==> src/design/mesa_pkg.sv <==
// ----------------------------------------------------------------------------
// mesa_pkg
// Shared types and constants of the MIPS execute-stage ALU: operation codes,
// forwarding selects and the packed widths of the stream items.
// ----------------------------------------------------------------------------
package mesa_pkg;

    localparam int unsigned DATA_W  = 32;
    localparam int unsigned CMD_W   = 5;
    localparam int unsigned SHAMT_W = 5;
    localparam int unsigned IMM_W   = 16;
    localparam int unsigned FWD_W   = 2;

    // packed item widths, padded to whole bytes
    localparam int unsigned IN_BITS   = CMD_W + 2 * DATA_W + SHAMT_W + IMM_W + FWD_W;
    localparam int unsigned IN_TDATA_W  = ((IN_BITS + 7) / 8) * 8;
    localparam int unsigned OUT_BITS  = 2 * DATA_W + 2;
    localparam int unsigned OUT_TDATA_W = ((OUT_BITS + 7) / 8) * 8;

    // word and half accesses report the address of their last byte
    localparam logic [DATA_W-1:0] WORD_OFFSET = DATA_W'(3);
    localparam logic [DATA_W-1:0] HALF_OFFSET = DATA_W'(1);

    typedef enum logic [CMD_W-1:0] {
        CMD_ADD   = 5'd0,
        CMD_ADDU  = 5'd1,
        CMD_SUB   = 5'd2,
        CMD_AND   = 5'd3,
        CMD_OR    = 5'd4,
        CMD_XOR   = 5'd5,
        CMD_NOR   = 5'd6,
        CMD_NAND  = 5'd7,
        CMD_SLT   = 5'd8,
        CMD_SLL   = 5'd9,
        CMD_SRL   = 5'd10,
        CMD_SRA   = 5'd11,
        CMD_ADDI  = 5'd12,
        CMD_ADDIU = 5'd13,
        CMD_LW    = 5'd14,
        CMD_LH    = 5'd15,
        CMD_LHU   = 5'd16,
        CMD_LB    = 5'd17,
        CMD_LBU   = 5'd18,
        CMD_SW    = 5'd19,
        CMD_SH    = 5'd20,
        CMD_SB    = 5'd21,
        CMD_LUI   = 5'd22,
        CMD_ANDI  = 5'd23,
        CMD_ORI   = 5'd24,
        CMD_NORI  = 5'd25,
        CMD_SLTI  = 5'd26,
        CMD_HALT  = 5'd27
    } t_cmd;

    typedef enum logic [FWD_W-1:0] {
        FWD_NO_HAZARD = 2'd0,
        FWD_TO_RS     = 2'd1,
        FWD_TO_RT     = 2'd2
    } t_fwd;

    typedef struct packed {
        logic [FWD_W-1:0]   fwd;
        logic [IMM_W-1:0]   imm;
        logic [SHAMT_W-1:0] shamt;
        logic [DATA_W-1:0]  rt;
        logic [DATA_W-1:0]  rs;
        logic [CMD_W-1:0]   cmd;
    } t_in_item;

    typedef struct packed {
        logic [DATA_W-1:0] store_operand;
        logic              overflow_flag;
        logic              write_enable;
        logic [DATA_W-1:0] result_value;
    } t_out_item;

endpackage

==> src/design/mips_execute_stage_alu_unit.sv <==
// ----------------------------------------------------------------------------
// mips_execute_stage_alu_unit
// Execute stage of a 32-bit MIPS-like pipeline: ALU, address add and operand
// forwarding from the previous result.
// ----------------------------------------------------------------------------
// One instruction enters per clock unless a full input register waits behind
// a blocked output: an input register holds the instruction, the ALU works on
// it combinationally and the result register presents it downstream. The
// previous result, used for forwarding and repeated by HALT or unknown codes,
// is a register loaded in the same cycle as the result register, so the ALU
// plus the forwarding mux form the loop that sets the rate. Both advance when
// the input register is full and the result register is empty or being taken.
module mips_execute_stage_alu_unit
    import mesa_pkg::*;
(
    input  logic                   i_clk,
    input  logic                   i_rst_n,
    input  logic                   i_s_tvalid,
    output logic                   o_s_tready,
    // command, first_operand, second_operand, shift_amount, immediate_bits,
    // forward_select, zero pad
    input  logic [IN_TDATA_W-1:0]  i_s_tdata,
    output logic                   o_m_tvalid,
    input  logic                   i_m_tready,
    // result_value, write_enable, overflow_flag, store_operand, zero pad
    output logic [OUT_TDATA_W-1:0] o_m_tdata
);

    logic              r_in_valid;
    t_in_item          r_in;
    logic              r_out_valid;
    t_out_item         r_out;
    logic [DATA_W-1:0] r_last_result;

    logic              out_free;
    logic              advance;
    t_out_item         n_out;

    logic [DATA_W-1:0] rs;
    logic [DATA_W-1:0] rt;
    logic [DATA_W-1:0] imm_s;
    logic [DATA_W-1:0] imm_z;
    logic [DATA_W-1:0] sum_rr;
    logic [DATA_W-1:0] diff_rr;
    logic [DATA_W-1:0] sum_ri;
    logic              ovf_rr;
    logic              ovf_sub;
    logic              ovf_ri;
    t_cmd              cmd;

    assign out_free   = !r_out_valid || i_m_tready;
    assign advance    = r_in_valid && out_free;
    assign o_s_tready = !r_in_valid || out_free;

    always_comb begin
        rs = r_in.rs;
        rt = r_in.rt;
        if (t_fwd'(r_in.fwd) == FWD_TO_RS) begin
            rs = r_last_result;
        end else if (t_fwd'(r_in.fwd) == FWD_TO_RT) begin
            rt = r_last_result;
        end
    end

    assign imm_s   = {{(DATA_W - IMM_W){r_in.imm[IMM_W-1]}}, r_in.imm};
    assign imm_z   = {{(DATA_W - IMM_W){1'b0}}, r_in.imm};
    assign sum_rr  = rs + rt;
    assign diff_rr = rs - rt;
    assign sum_ri  = rs + imm_s;
    assign ovf_rr  = (rs[DATA_W-1] == rt[DATA_W-1]) && (sum_rr[DATA_W-1] != rs[DATA_W-1]);
    assign ovf_sub = (rs[DATA_W-1] != rt[DATA_W-1]) && (diff_rr[DATA_W-1] != rs[DATA_W-1]);
    assign ovf_ri  = (rs[DATA_W-1] == imm_s[DATA_W-1]) && (sum_ri[DATA_W-1] != rs[DATA_W-1]);
    assign cmd     = t_cmd'(r_in.cmd);

    always_comb begin
        n_out.result_value  = r_last_result;
        n_out.write_enable  = 1'b1;
        n_out.overflow_flag = 1'b0;
        n_out.store_operand = rt;
        case (cmd)
            CMD_ADD: begin
                n_out.result_value  = sum_rr;
                n_out.overflow_flag = ovf_rr;
            end
            CMD_ADDU: n_out.result_value = sum_rr;
            CMD_SUB: begin
                n_out.result_value  = diff_rr;
                n_out.overflow_flag = ovf_sub;
            end
            CMD_AND:  n_out.result_value = rs & rt;
            CMD_OR:   n_out.result_value = rs | rt;
            CMD_XOR:  n_out.result_value = rs ^ rt;
            CMD_NOR:  n_out.result_value = ~(rs | rt);
            CMD_NAND: n_out.result_value = ~(rs & rt);
            CMD_SLT:  n_out.result_value = DATA_W'($signed(rs) < $signed(rt));
            CMD_SLL:  n_out.result_value = rt << r_in.shamt;
            CMD_SRL:  n_out.result_value = rt >> r_in.shamt;
            CMD_SRA:  n_out.result_value = DATA_W'($signed(rt) >>> r_in.shamt);
            CMD_ADDI: begin
                n_out.result_value  = sum_ri;
                n_out.overflow_flag = ovf_ri;
            end
            CMD_ADDIU: n_out.result_value = sum_ri;
            CMD_LW, CMD_LH, CMD_LHU, CMD_LB, CMD_LBU, CMD_SW, CMD_SH, CMD_SB: begin
                n_out.overflow_flag = ovf_ri;
                n_out.write_enable  = !(cmd inside {CMD_SW, CMD_SH, CMD_SB});
                if (cmd inside {CMD_LW, CMD_SW}) begin
                    n_out.result_value = sum_ri + WORD_OFFSET;
                end else if (cmd inside {CMD_LH, CMD_LHU, CMD_SH}) begin
                    n_out.result_value = sum_ri + HALF_OFFSET;
                end else begin
                    n_out.result_value = sum_ri;
                end
            end
            CMD_LUI:  n_out.result_value = {r_in.imm, {(DATA_W - IMM_W){1'b0}}};
            CMD_ANDI: n_out.result_value = rs & imm_z;
            CMD_ORI:  n_out.result_value = rs | imm_z;
            CMD_NORI: n_out.result_value = ~(rs | imm_z);
            CMD_SLTI: n_out.result_value = DATA_W'($signed(rs) < $signed(imm_s));
            // halt and unknown codes repeat the previous result
            default:  n_out.write_enable = 1'b0;
        endcase
    end

    always_ff @(posedge i_clk) begin
        if (!i_rst_n) begin
            r_in_valid    <= 1'b0;
            r_out_valid   <= 1'b0;
            r_last_result <= '0;
        end else begin
            if (o_s_tready) begin
                r_in_valid <= i_s_tvalid;
            end
            if (out_free) begin
                r_out_valid <= r_in_valid;
            end
            if (advance) begin
                r_last_result <= n_out.result_value;
            end
        end
    end

    always_ff @(posedge i_clk) begin
        if (o_s_tready && i_s_tvalid) begin
            r_in <= i_s_tdata[IN_BITS-1:0];
        end
        if (advance) begin
            r_out <= n_out;
        end
    end

    assign o_m_tvalid = r_out_valid;
    assign o_m_tdata  = {{(OUT_TDATA_W - OUT_BITS){1'b0}}, r_out};

`ifndef SYNTH
    // the presented result is always the one kept for forwarding
    a_last_matches_out: assert property (@(posedge i_clk) disable iff (!i_rst_n)
        r_out_valid |-> (r_out.result_value == r_last_result))
        else $error("held result differs from the forwarding register");

    // input side stalls only behind a full input register and a blocked output
    a_stall_cause: assert property (@(posedge i_clk) disable iff (!i_rst_n)
        !o_s_tready |-> (r_in_valid && r_out_valid && !i_m_tready))
        else $error("input stalled without a blocked output");

    a_reset_empty: assert property (@(posedge i_clk)
        !i_rst_n |=> (!o_m_tvalid && o_s_tready))
        else $error("pipeline not empty after reset");
`endif

endmodule

==> config.mk <==
export PLATFORM = sky130hd
export DESIGN_NAME = mips_execute_stage_alu_unit
export DESIGN_NICKNAME = d
export VERILOG_FILES = /design/src/design/mesa_pkg.sv /design/src/design/mips_execute_stage_alu_unit.sv
export SDC_FILE = /design/constraint.sdc
export NUM_CORES = 1
export LEC_CHECK = 0
export ABC_AREA = 0
export BUFFER_PORTS_ARGS = -buffer_cell sky130_fd_sc_hd__buf_2
export CELL_PAD_IN_SITES_DETAIL_PLACEMENT = 0
export CELL_PAD_IN_SITES_GLOBAL_PLACEMENT = 2
export CORE_MARGIN = 2
export CORE_UTILIZATION = 38
export DETAILED_ROUTE_END_ITERATION = 10
export PLACE_DENSITY = 0.94
export SLEW_MARGIN = 20
export SYNTH_ARGS = -nofsm -noshare
export SYNTH_HDL_FRONTEND = slang
export SYNTH_SLANG_ARGS = --single-unit
export TNS_END_PERCENT = 20
==> constraint.sdc <==
create_clock -name i_clk -period 7.65 [get_ports i_clk]
set_input_delay 0.3825 -clock i_clk [delete_from_list [all_inputs] [get_ports i_clk]]
set_output_delay 0.3825 -clock i_clk [all_outputs]
set_load 0.05 [all_outputs]
==> flow_metrics.py <==
metrics = {
    "timing": {
        "worstMarginPinSlew_ns": 1.20,
        "finalSetupTns_ns": 0,
        "drv_slew": 0,
        "slew_headroom_pct": 19.4,
        "rsz0062_at_grt": "no",
        "finalHoldViolations": 0,
        "fin_crit_sh_pct": 85.4,
        "fmax_ghz": 0.153,
        "setup_viol": 0,
        "fin_skew_ns": 0.0268,
        "period_needed_ns": 6.53,
    },
    "placed_design": {
        "place.port_buffers": 163,
        "gp_congestion": 1.04,
        "placed_area_um2": 23700,
        "hpwl_um": 84800,
    },
    "job": {
        "maxCapViolations": 0,
    },
    "synth": {
        "synthCells": 2575,
        "synth-seq-cells": 192,
        "synthMuxAreaShare_pct": 13.1,
        "synth-warning-count": 0,
        "synthAdderAreaFrac_pct": 10.9,
        "synth_seq_area_share_pct": 24.8,
        "asyncSetResetFlopFracSynth_pct": 0,
        "synth-main-ff-cell": "edfxtp_1",
        "synth-edff-count": 158,
        "synth_xor_area_share_pct": 3.60,
        "syn_area_per_cell_um2": 8.50,
        "synthSimpleGateAreaFrac_pct": 15.9,
        "ys_types": 93,
        "synth_compound_area_share_pct": 25.5,
        "synth_top_family_by_area": "compound AO/OA/AOI/OAI gates",
        "synth_area_um2": 21900,
    },
    "detailed_routing": {
        "drtAntennaViolNets": 0,
        "vias": 22702,
        "first_pass_iters": 6,
        "drt_iter0_markers": 3086,
        "drc_errors": 0,
        "viasPerCell": 6.59,
        "wl_per_cell_um": 31.5,
        "wl_um": 109000,
    },
    "layout": {
        "drive_gt1_share_pct": 15.9,
        "diodes": 0,
        "syn_to_final_growth_pct": 11.1,
        "stdcell_area_um2": 24300,
        "layout_commonest_cell": "nor2_1",
        "layout_common_cells": "nor2_1 (227), a21oi_1 (219), ha_1 (186), nand2_1 (179), buf_2 (163)",
        "nets": 2963,
        "final_util_pct": 42.9,
        "n_fill_cell": 5695,
    },
    "cts": {
        "cts_buffers": 17,
        "clock-sinks": 192,
        "clock_path_buffers": 2,
        "cts-htree-levels": 4,
        "cts_root_buf": "clkbuf_16",
        "cts_setup_buffers": 0,
        "clock_latency_ns": 0.52,
        "cts_tree": "yes",
        "cts_resized": 0,
        "hold_buffers": 0,
        "clk_pin_slew_ns": 0.09,
    },
    "worst_setup_path": {
        "crit_end": "o_m_tdata[30]$_DFFE_PP_",
        "cp_data_required_time_ns": 7.87,
        "cp-start-kind": "flip-flop",
        "cp-end-kind": "flip-flop",
        "r2r-end": "o_m_tdata[30]$_DFFE_PP_",
        "crit_start": "r_in[91]$_DFFE_PP_",
        "rr_worst_depth": 16,
        "rr_startpoint": "r_in[91]$_DFFE_PP_",
        "r2r_setup_slack_ns": 1.12,
        "crit_path_max_incr_delay_ns": 0.94,
        "crit_path_top_delay_cell": "a221oi_1",
        "worstSetupPathType": "flip-flop to flip-flop",
        "worstPathCellList": "nand2b_2, mux2_2, ha_1, nor3b_2, buf_4, o2111ai_1, a31oi_1, o2111ai_1, a221oi_1, nand4_1, nor3_1, buf_4, nand4bb_1, or3_1, nand3_1, a22oi_1",
        "crit_fanout": 23,
        "worstPathArrival_ns": 6.75,
    },
    "die": {
        "fp-row-count": 87,
        "coreArea_um2": 56700,
        "pin_count": 174,
        "dieWidth_um": 244,
        "die_h_um": 244,
        "die-area_um2": 59600,
        "start_util_pct": 38.6,
    },
    "pwr": {
        "powerDensity_nw_per_um2": 179,
        "totalPowerFinal_mw": 4.35,
        "peakVddDrop_mv": 0.197,
        "p_leak_nw": 10.0,
    },
    "global_routing": {
        "grt_antenna_before_repair": 1,
        "grt_pass1_wl_um": 153000,
        "grt_max_degree": 54,
        "grt_usage_pct": 35.7,
        "grt.overflow.total": 0,
        "grt_pass1_vias": 21176,
    },
    "worst_hold_path": {
        "hp-class": "primary input to flip-flop",
        "whs_path_depth": 1,
    },
    "status": {
        "status": "completed",
    },
}
## routing by layer
layer	up-vias	track usage, %	wire length, um
met1	11025	46.6	43800
met2	1452	53.5	47100
met3	300	6.23	8970
met5	-	0	11
met4	2	24.9	8680
li1	9923	-	-
## synth_stat cells (all sizes together) (9+ instances only)
cell	instances	area (um^2)
a2111oi	16	153
a211oi	37	283
a21boi	12	90.1
a21o	32	240
a21oi	220	1110
a221o	17	170
a221oi	37	324
a22oi	23	173
a311oi	9	78.8
a31oi	31	209
and2	25	156
and3	22	138
buf	35	170
clkbuf	149	559
dfxtp	34	681
edfxtp	158	4740
ha	186	2330
inv	160	601
mux2	20	225
mux2i	123	1230
mux4	63	1420
nand2	179	672
nand2b	24	150
nand3	44	220
nand4	18	113
nor2	228	856
nor2b	38	240
nor3	55	275
nor4	27	169
o2111ai	16	140
o211ai	31	233
o21a	20	150
o21ai	140	701
o21bai	20	150
o221a	9	101
o221ai	22	193
o22ai	36	225
o31ai	24	185
or2	10	62.6
or3	16	105
or4	10	82.6
xnor2	61	534
xor2	29	254
## final cells by class
| class | instances | area [um^2] | share of cell area (%) |
|---|---|---|---|
| clock buffers | 17 | 425 | 1.75 |
| clock inverters | 15 | 191 | 0.787 |
| inverters | 163 | 614 | 2.52 |
| multi-input cells | 2041 | 15200 | 62.4 |
| flip-flops and latches | 192 | 5430 | 22.3 |
| well taps | 756 | 946 | 3.89 |
| repair buffers | 259 | 1540 | 6.31 |
## where the power goes
| part | switching [mW] | internal [mW] | total (mW) |
|---|---|---|---|
| Combinational | 1.45 | 0.676 | 2.12 |
| Sequential | 0.0431 | 1.22 | 1.26 |
| Clock | 0.515 | 0.452 | 0.967 |
## registers in the layout, indices dropped and copies added, names as in the netlist
name           flops
imm_s             16
o_m_tdata         66
r_in              71
cmd                5
r_last_result     32
r_in_valid         1
o_m_tvalid         1
## how the worst min path moves through the flow
stage                                        from  slack [ns]                       endpoint
global placement    r_last_result[3]$_SDFFE_PN0P_        0.47  r_last_result[3]$_SDFFE_PN0P_
floorplan           r_last_result[2]$_SDFFE_PN0P_        0.46  r_last_result[2]$_SDFFE_PN0P_
global route                        i_s_tdata[10]        0.02             r_in[10]$_DFFE_PP_
CTS                                 i_s_tdata[16]       0.006             r_in[16]$_DFFE_PP_
detailed placement  r_last_result[3]$_SDFFE_PN0P_        0.48  r_last_result[3]$_SDFFE_PN0P_
finish                              i_s_tdata[43]        0.03             r_in[43]$_DFFE_PP_
## cell families after synthesis
kind of cell	after synthesis
compound gates	827
simple gates	723
buf+inv	347
mux	206
flops	192
fa+ha+maj	189
xor+xnor	90
other cells	1
## worst max-delay path, delay by kind of cell (launching register included)
family                     cells  cell delay [ns]
DFF                            1             0.40
and+or+nand+nor                7             2.30
buffers and inverters          2             0.38
muxes                          1             0.57
AOI/OAI and AO/OA              5             2.19
adders and majority gates      1             0.33
## per-stage QoR
stage | setup WS, ns | hold slack, ns | instances
finish | 1.12 | 0.0340 | 3443
global route | 0.989 | 0.0224 | 3443
CTS | 1.24 | 0.00602 | 3443
detailed placement | 1.27 | 0.480 | 3411
global placement | 1.38 | 0.471 | 3411
floorplan | 1.49 | 0.457 | 2580
(Power assumes the default switching activity.)
